### src/hw/rtl/efw_pkg.sv
// efw_pkg: shared types and constants of the event flag waiter unit
// holds field widths, operation and status codes, list entry and fsm types
// no dependencies
`default_nettype none

package efw_pkg;

  // field widths of the item channels
  localparam int unsigned KindW   = 3;
  localparam int unsigned TaskW   = 4;
  localparam int unsigned PrioW   = 8;
  localparam int unsigned StatusW = 2;

  // operation codes
  localparam logic [KindW-1:0] KIND_SET    = 3'd0;
  localparam logic [KindW-1:0] KIND_CLEAR  = 3'd1;
  localparam logic [KindW-1:0] KIND_WAIT   = 3'd2;
  localparam logic [KindW-1:0] KIND_CANCEL = 3'd3;
  localparam logic [KindW-1:0] KIND_DELETE = 3'd4;

  // result status codes
  localparam logic [StatusW-1:0] ST_OK           = 2'd0;
  localparam logic [StatusW-1:0] ST_NOT_SIGNALED = 2'd1;
  localparam logic [StatusW-1:0] ST_BLOCKED      = 2'd2;

  // resume reasons of a woken task
  localparam logic REASON_OK      = 1'b0;
  localparam logic REASON_DELETED = 1'b1;

  // one wait list entry
  typedef struct packed {
    logic [TaskW-1:0] id;
    logic [PrioW-1:0] prio;
  } efw_entry_t;

  // sequencer states
  typedef enum logic [3:0] {
    S_IDLE  = 4'b0001,
    S_SCAN  = 4'b0010,
    S_SHIFT = 4'b0100,
    S_RESP  = 4'b1000
  } efw_state_e;

endpackage

`default_nettype wire

### src/hw/rtl/event_flag_waiter_unit.sv
// event_flag_waiter_unit: one rtos event object with an ordered wait list
// the wait list lives in a single synchronous memory; uses efw_pkg
// a one-hot sequencer scans, shifts and appends entries of that memory
//
// Usage: an operation item (kind, task id, priority, poll flag) enters on the
// in channel (in_valid_i / in_stall_o); one or more result items leave on the
// out channel (out_valid_o / out_stall_i), the final one marked by last_o.
// The mode register (1 auto clear, 0 manual clear) is written through
// cfg_wr_en_i / cfg_wr_data_i; the user must write it only while the block is
// idle, the block itself does not enforce this.
// Set or delete with an empty list, an auto clear set that finds the flag
// set, clear, a wait that finds the flag set or fails its poll, and reserved
// codes go straight to the result register when they are taken.
// A blocking wait and a cancel scan the list once before the result register
// is loaded, and a cancel that finds its task then shifts the list. Each woken
// waiter costs one full scan of the list for the best priority and one shift
// to close the gap; these list walks through the single memory set the rate.
// A new item is taken once the last result of the previous one sits in the
// output register.
// Reset clears the flag, the list count, the mode register and the output
// valid; the memory itself is not cleared. A stalled receiver holds the
// result in the output register and the sequencer waits before the next one.
`default_nettype none

module event_flag_waiter_unit #(
  parameter int unsigned MAX_WAITERS = 16
) (
  input  logic                          clk_i,
  input  logic                          rst_ni,
  // configuration
  input  logic                          cfg_wr_en_i,
  input  logic                          cfg_wr_data_i,
  // operation items
  input  logic                          in_valid_i,
  output logic                          in_stall_o,
  input  logic [efw_pkg::KindW-1:0]     kind_i,
  input  logic [efw_pkg::TaskW-1:0]     task_id_i,
  input  logic [efw_pkg::PrioW-1:0]     task_priority_i,
  input  logic                          poll_only_i,
  // result items
  output logic                          out_valid_o,
  input  logic                          out_stall_i,
  output logic [efw_pkg::StatusW-1:0]   op_status_o,
  output logic                          woken_valid_o,
  output logic [efw_pkg::TaskW-1:0]     woken_task_o,
  output logic                          woken_reason_o,
  output logic                          last_o
);

  import efw_pkg::*;

  localparam int unsigned AW = $clog2(MAX_WAITERS);
  localparam int unsigned CW = $clog2(MAX_WAITERS + 1);
  localparam logic [CW-1:0] CntMax = CW'(MAX_WAITERS);

  // control state
  efw_state_e        state_q, state_d;
  logic              auto_q;
  logic              signaled_q, signaled_d;
  logic [CW-1:0]     count_q, count_d;
  logic              out_valid_q, out_valid_d;

  // operation context
  logic [KindW-1:0]  kind_q, kind_d;
  logic [TaskW-1:0]  id_q, id_d;
  logic [PrioW-1:0]  prio_q, prio_d;
  logic              wake_one_q, wake_one_d;
  logic              reason_q, reason_d;

  // list walk
  logic [CW-1:0]     ptr_q, ptr_d;
  logic              rd_vld_q, rd_vld_d;
  logic [AW-1:0]     rd_idx_q, rd_idx_d;
  logic              found_q, found_d;
  logic [AW-1:0]     best_idx_q, best_idx_d;
  logic [PrioW-1:0]  best_prio_q, best_prio_d;
  logic [TaskW-1:0]  best_id_q, best_id_d;

  // pending result
  logic [StatusW-1:0] res_status_q, res_status_d;
  logic               res_wvalid_q, res_wvalid_d;
  logic [TaskW-1:0]   res_task_q, res_task_d;
  logic               res_reason_q, res_reason_d;
  logic               res_last_q, res_last_d;

  // output register
  logic [StatusW-1:0] out_status_q;
  logic               out_wvalid_q;
  logic [TaskW-1:0]   out_task_q;
  logic               out_reason_q;
  logic               out_last_q;

  // memory port
  efw_entry_t        waiter_mem [MAX_WAITERS];
  efw_entry_t        rd_data_q;
  logic              rd_en;
  logic [AW-1:0]     rd_addr;
  logic              wr_en;
  logic [AW-1:0]     wr_addr;
  efw_entry_t        wr_data;

  logic              in_acc;
  logic              out_load;
  logic              walk_done;
  logic              find_mode;

  assign in_acc    = in_valid_i && (state_q == S_IDLE);
  assign out_load  = (state_q == S_RESP) && (!out_valid_q || !out_stall_i);
  assign walk_done = (ptr_q == count_q) && !rd_vld_q;
  assign find_mode = (kind_q == KIND_WAIT) || (kind_q == KIND_CANCEL);

  // sequencer
  always_comb begin
    state_d      = state_q;
    signaled_d   = signaled_q;
    count_d      = count_q;
    kind_d       = kind_q;
    id_d         = id_q;
    prio_d       = prio_q;
    wake_one_d   = wake_one_q;
    reason_d     = reason_q;
    ptr_d        = ptr_q;
    rd_vld_d     = 1'b0;
    rd_idx_d     = rd_idx_q;
    found_d      = found_q;
    best_idx_d   = best_idx_q;
    best_prio_d  = best_prio_q;
    best_id_d    = best_id_q;
    res_status_d = res_status_q;
    res_wvalid_d = res_wvalid_q;
    res_task_d   = res_task_q;
    res_reason_d = res_reason_q;
    res_last_d   = res_last_q;
    rd_en        = 1'b0;
    rd_addr      = ptr_q[AW-1:0];
    wr_en        = 1'b0;
    wr_addr      = rd_idx_q - AW'(1);
    wr_data      = rd_data_q;

    case (state_q)
      S_IDLE: begin
        if (in_acc) begin
          kind_d       = kind_i;
          id_d         = task_id_i;
          prio_d       = task_priority_i;
          wake_one_d   = 1'b0;
          reason_d     = REASON_OK;
          ptr_d        = '0;
          found_d      = 1'b0;
          res_status_d = ST_OK;
          res_wvalid_d = 1'b0;
          res_task_d   = '0;
          res_reason_d = REASON_OK;
          res_last_d   = 1'b1;
          state_d      = S_RESP;
          case (kind_i)
            KIND_SET: begin
              if (auto_q) begin
                wake_one_d = 1'b1;
                signaled_d = 1'b1;
                if (!signaled_q && (count_q != '0)) begin
                  state_d = S_SCAN;
                end
              end else begin
                signaled_d = 1'b1;
                if (count_q != '0) begin
                  state_d = S_SCAN;
                end
              end
            end
            KIND_CLEAR: begin
              signaled_d = 1'b0;
            end
            KIND_WAIT: begin
              if (signaled_q) begin
                if (auto_q) begin
                  signaled_d = 1'b0;
                end
              end else if (poll_only_i) begin
                res_status_d = ST_NOT_SIGNALED;
              end else begin
                state_d = S_SCAN;
              end
            end
            KIND_CANCEL: begin
              state_d = S_SCAN;
            end
            KIND_DELETE: begin
              signaled_d = 1'b0;
              reason_d   = REASON_DELETED;
              if (count_q != '0) begin
                state_d = S_SCAN;
              end
            end
            default: begin
              state_d = S_RESP;
            end
          endcase
        end
      end

      S_SCAN: begin
        // issue reads in list order, compare the entry read last cycle
        if (ptr_q != count_q) begin
          rd_en    = 1'b1;
          ptr_d    = ptr_q + CW'(1);
          rd_vld_d = 1'b1;
          rd_idx_d = ptr_q[AW-1:0];
        end
        if (rd_vld_q) begin
          if (find_mode) begin
            if (!found_q && (rd_data_q.id == id_q)) begin
              found_d    = 1'b1;
              best_idx_d = rd_idx_q;
            end
          end else if (!found_q || (rd_data_q.prio < best_prio_q)) begin
            found_d     = 1'b1;
            best_idx_d  = rd_idx_q;
            best_prio_d = rd_data_q.prio;
            best_id_d   = rd_data_q.id;
          end
        end
        if (walk_done) begin
          ptr_d = CW'(best_idx_q) + CW'(1);
          if (kind_q == KIND_WAIT) begin
            state_d = S_RESP;
            if (found_q) begin
              res_status_d = ST_BLOCKED;
            end else if (count_q >= CntMax) begin
              res_status_d = ST_NOT_SIGNALED;
            end else begin
              // append the new waiter at the tail
              wr_en        = 1'b1;
              wr_addr      = count_q[AW-1:0];
              wr_data.id   = id_q;
              wr_data.prio = prio_q;
              count_d      = count_q + CW'(1);
              res_status_d = ST_BLOCKED;
            end
          end else if (kind_q == KIND_CANCEL) begin
            state_d = found_q ? S_SHIFT : S_RESP;
          end else begin
            state_d = S_SHIFT;
          end
        end
      end

      S_SHIFT: begin
        // close the gap: entry j+1 moves to j, reads run ahead of writes
        if (ptr_q != count_q) begin
          rd_en    = 1'b1;
          ptr_d    = ptr_q + CW'(1);
          rd_vld_d = 1'b1;
          rd_idx_d = ptr_q[AW-1:0];
        end
        if (rd_vld_q) begin
          wr_en = 1'b1;
        end
        if (walk_done) begin
          count_d = count_q - CW'(1);
          state_d = S_RESP;
          if (!find_mode) begin
            res_status_d = ST_OK;
            res_wvalid_d = 1'b1;
            res_task_d   = best_id_q;
            res_reason_d = reason_q;
            res_last_d   = wake_one_q || (count_q == CW'(1));
          end
        end
      end

      S_RESP: begin
        if (out_load) begin
          ptr_d   = '0;
          found_d = 1'b0;
          state_d = res_last_q ? S_IDLE : S_SCAN;
        end
      end

      default: begin
        state_d = S_IDLE;
      end
    endcase
  end

  // output register valid
  always_comb begin
    out_valid_d = out_valid_q;
    if (out_load) begin
      out_valid_d = 1'b1;
    end else if (!out_stall_i) begin
      out_valid_d = 1'b0;
    end
  end

  // control registers
  always_ff @(posedge clk_i or negedge rst_ni) begin
    if (!rst_ni) begin
      state_q     <= S_IDLE;
      auto_q      <= 1'b0;
      signaled_q  <= 1'b0;
      count_q     <= '0;
      out_valid_q <= 1'b0;
      rd_vld_q    <= 1'b0;
      found_q     <= 1'b0;
      ptr_q       <= '0;
    end else begin
      state_q     <= state_d;
      signaled_q  <= signaled_d;
      count_q     <= count_d;
      out_valid_q <= out_valid_d;
      rd_vld_q    <= rd_vld_d;
      found_q     <= found_d;
      ptr_q       <= ptr_d;
      if (cfg_wr_en_i) begin
        auto_q <= cfg_wr_data_i;
      end
    end
  end

  // payload registers
  always_ff @(posedge clk_i) begin
    kind_q       <= kind_d;
    id_q         <= id_d;
    prio_q       <= prio_d;
    wake_one_q   <= wake_one_d;
    reason_q     <= reason_d;
    rd_idx_q     <= rd_idx_d;
    best_idx_q   <= best_idx_d;
    best_prio_q  <= best_prio_d;
    best_id_q    <= best_id_d;
    res_status_q <= res_status_d;
    res_wvalid_q <= res_wvalid_d;
    res_task_q   <= res_task_d;
    res_reason_q <= res_reason_d;
    res_last_q   <= res_last_d;
    if (out_load) begin
      out_status_q <= res_status_q;
      out_wvalid_q <= res_wvalid_q;
      out_task_q   <= res_task_q;
      out_reason_q <= res_reason_q;
      out_last_q   <= res_last_q;
    end
  end

  // wait list memory, one write and one registered read
  always_ff @(posedge clk_i) begin
    if (wr_en) begin
      waiter_mem[wr_addr] <= wr_data;
    end
    if (rd_en) begin
      rd_data_q <= waiter_mem[rd_addr];
    end
  end

  assign in_stall_o     = (state_q != S_IDLE);
  assign out_valid_o    = out_valid_q;
  assign op_status_o    = out_status_q;
  assign woken_valid_o  = out_wvalid_q;
  assign woken_task_o   = out_task_q;
  assign woken_reason_o = out_reason_q;
  assign last_o         = out_last_q;

endmodule

`default_nettype wire

### config.mk
export PLATFORM = sky130hd
export DESIGN_NAME = event_flag_waiter_unit
export DESIGN_NICKNAME = d
export VERILOG_FILES = /design/src/hw/rtl/efw_pkg.sv /design/src/hw/rtl/event_flag_waiter_unit.sv
export SDC_FILE = /design/constraint.sdc
export NUM_CORES = 1
export LEC_CHECK = 0
export ABC_AREA = 1
export ABC_CLOCK_PERIOD_IN_PS = 2400
export BUFFER_PORTS_ARGS = -buffer_cell sky130_fd_sc_hd__buf_2
export CORE_AREA = 2 2 208 108
export DETAILED_ROUTE_END_ITERATION = 8
export DIE_AREA = 0 0 210 110
export PLACE_DENSITY = 0.82
export SLEW_MARGIN = 20
export SYNTH_ARGS = -nofsm -noshare
export SYNTH_HDL_FRONTEND = slang
export SYNTH_SLANG_ARGS = --single-unit
### constraint.sdc
create_clock -name clk_i -period 2.4 [get_ports clk_i]
set_clock_uncertainty 0.15 [all_clocks]
set_input_delay 0.12 -clock clk_i [delete_from_list [all_inputs] [get_ports clk_i]]
set_output_delay 0.12 -clock clk_i [all_outputs]
set_load 0.005 [all_outputs]
==> flow_summary.json <==
{
  "cts-root-buf": "clkbuf_16",
  "grt_max_degree": 98,
  "multi_input_area_mm2": 0.00300,
  "worstSkewPairLatency_ns": 0.55,
  "routabilityCongestion": 0.945,
  "ios": 33,
  "setup_violations": 0,
  "drt_iter0_drc": 1497,
  "layout.nets": 1127,
  "die_x_um": 210,
  "maxSlewHeadroom_pct": 34.7,
  "reg2reg_from": "count_q[3]$_DFFE_PN0P_",
  "routed_via_density": 5.90,
  "hold_ws_ns": 0.143,
  "synth_nets": 1009,
  "core_mm2": 0.0213,
  "dp_hpwl_um": 19800,
  "cts_sinks": 278,
  "power_w": 0.0146,
  "ys_ff_latch": 278,
  "grtUsageTotal_pct": 26.9,
  "synth_top_area_cell": "edfxtp_1",
  "worst_pin_slew_ns": 0.980,
  "clockBufferDepth": 3,
  "min_from": "task_priority_i[2]",
  "diodes": 0,
  "syn_area_per_cell_um2": 12.0,
  "vias": 8207,
  "hold_path_class": "primary input to flip-flop",
  "ir_worst_vdd_mv": 0.808,
  "worstPathArrival_ns": 2.45,
  "dieArea_mm2": 0.0231,
  "synth_mux_area_share_pct": 0.686,
  "drv_slew": 0,
  "synth-adder-area-share_pct": 1.39,
  "powerDensity_mw_per_mm2": 1040,
  "synthFlopType": "edfxtp_1",
  "async_flop_share_pct": 6.83,
  "place_inst": 1316,
  "post-route-drc-count": 0,
  "area_growth_syn_to_layout_pct": 19.6,
  "first_pass_iters": 6,
  "die_h_um": 110,
  "ys_top_cells_by_area": "edfxtp_1 67%, nor2_1 4.6%, o21ai_0 4.6%",
  "path_class": "flip-flop to flip-flop",
  "crit_fanout": 6,
  "yosys.area_share.simple_pct": 12.3,
  "htree_levels": 1,
  "max_freq_ghz": 0.424,
  "grt_pass1_wl_um": 45200,
  "synth_cell_types": 41,
  "synth-edff-count": 259,
  "wirelength_um": 30900,
  "startpoint_type": "flip-flop",
  "wire_per_inst_um": 22.2,
  "placement.io_buffers": 32,
  "first_global_vias": 7447,
  "fill_cells": 1470,
  "synth_compound_area_share_pct": 9.42,
  "seq_area_mm2": 0.00826,
  "outcome": "completed",
  "critPathLaunch": "count_q[3]$_DFFE_PN0P_",
  "cts_tree": "yes",
  "synth-seq-area-share_pct": 70.7,
  "required_ns": 2.50,
  "row_count": 38,
  "yosys_warnings": 0,
  "fin_crit_sh_pct": 98.3,
  "endpoint_kind": "flip-flop",
  "synth_top_family_by_area": "simple AND/OR/NAND/NOR gates",
  "synthXorXnorAreaFrac_pct": 1.20,
  "drive_gt1_share_pct": 18.1,
  "synthCells": 974,
  "max_cap_viol_count": 0,
  "post-synth-top-count-cell": "edfxtp_1",
  "hold_viol": 0,
  "cts.clk_slew.worst_paths_ns": 0.07,
  "netlist_top_cells_count": "259 x edfxtp_1, 144 x nor2_1, 131 x nand2_1, 108 x o21ai_0, 74 x inv_1",
  "rsz0062_at_grt": "yes",
  "p_leak_nw": 5.30,
  "overflow": 0,
  "synth_top_area_share_pct": 66.6,
  "synth_area_mm2": 0.0117,
  "stdcell_count": 1390,
  "antenna_found_initial": 0,
  "cts_buffers": 24,
  "initial_core_util_pct": 54.9,
  "min_period_ns": 2.36,
  "antenna_left": 0
}
==> per-stage QoR <==
stage / TNS, ns / utilization, % / area (um2) / setup WS [ns]
3_3_place_gp: 0 / 60.2 / 12800 / 0.119
3_5_place_dp: 0 / 60.2 / 12800 / 0.0747
5_1_grt: -8.69 / 65.7 / 14000 / -0.101
6_report: 0 / 65.7 / 14000 / 0.0406
4_1_cts: 0 / 65.0 / 13800 / 0.0459
2_1_floorplan: -13.56 / - / 11700 / -0.0970
==> where the power goes <==
| group | switching (W) | internal, W |
|---|---|---|
| Sequential | 0.000179 | 0.00579 |
| Combinational | 0.00316 | 0.00147 |
| Clock | 0.00178 | 0.00219 |
==> cell families after synthesis <==
| logic type | Yosys count |
|---|---|
| compound gates | 191 |
| flops | 278 |
| xor+xnor | 16 |
| buf+inv | 126 |
| fa+ha+maj | 13 |
| simple gates | 342 |
| mux | 8 |
==> state kept, by name, indices dropped and copies added, names as in the netlist, 2 cells and up <==
register and count:
res_status_q 2, rd_idx_q 4, best_prio_q 8, best_id_q 4, id_q 4, rd_data_q 12, ptr_q 5, op_status_o 2
state_q 4, prio_q 8, res_task_q 4, best_idx_q 4, kind_q 3, woken_task_o 4, waiter_mem 192, count_q 5
==> path summary, 6_finish.rpt <==
check                                              to  slack (ns)  cells past startpoint
max in group asynchronous        ptr_q[0]$_DFFE_PN0P_        0.51                      4
setup reg to reg           waiter_mem[1][0]$_DFFE_PP_        0.04                     13
hold reg to reg              op_status_o[1]$_DFFE_PP_        0.26                      0
min in group asynchronous      state_q[0]$_DFFE_PN1P_        0.51                      3
hold / removal                    prio_q[2]$_DFFE_PP_        0.14                      2
setup / recovery           waiter_mem[1][0]$_DFFE_PP_        0.04                     13
==> worst max-delay path: stages (launching register included) <==
cell and delay (ns):
dfrtp_1 0.43, inv_1 0.10, nand2_1 0.06, nand2_1 0.06, nand3_1 0.11, nor2_2 0.16
nand3_2 0.13, buf_4 0.19, nand2_2 0.05, nand2_2 0.06, inv_2 0.07, nand2_2 0.12
nor2_2 0.17, buf_4 0.20
==> per-layer routing <==
layer  GRT usage [%]  vias to the layer above  share of wire [%]
li1                -                     3687                  -
met1            40.8                     3883                 42
met4            5.07                        0                1.7
met5               0                        -                  0
met2            36.3                      586                 40
met3            11.2                       51                 17
==> area by class of cell <==
class / instances / area share [%]
inverter: 83 / 2.23
timing repair buffer: 135 / 8.99
sequential: 278 / 59.1
clock buffer: 30 / 4.76
clock inverter: 14 / 0.914
multi-input combinational: 570 / 21.5
tap: 280 / 2.51
==> timing repair <==
action,4_1_cts,5_1_grt
setup buffers,0,5
hold endpoints to repair,47,0
setup endpoints to repair,0,157
hold buffers,23,0
resized for setup,0,37
==> cell usage in the layout (no fill, tap or decap), types with 6 or more instances in the layout <==
cell	Yosys	routed
edfxtp_1	259	259
ha_1	13	13
nor2_4	1	6
clkbuf_16	0	25
o211ai_1	7	7
buf_12	0	18
inv_2	7	8
nand3_1	39	37
dfrtp_1	18	16
dlygate4sd3_1	0	22
o221ai_1	18	18
buf_6	2	10
inv_1	74	73
xor2_1	12	12
buf_2	3	32
o21ai_0	108	108
nand4_1	6	6
nor2_2	2	12
o21ai_1	10	10
nand2_1	131	129
buf_4	2	52
nand2_2	9	11
o22ai_1	32	32
a21oi_1	9	9
nor2_1	144	129
mux2i_1	8	8
No activity file was read; power rests on OpenSTA's default activity.
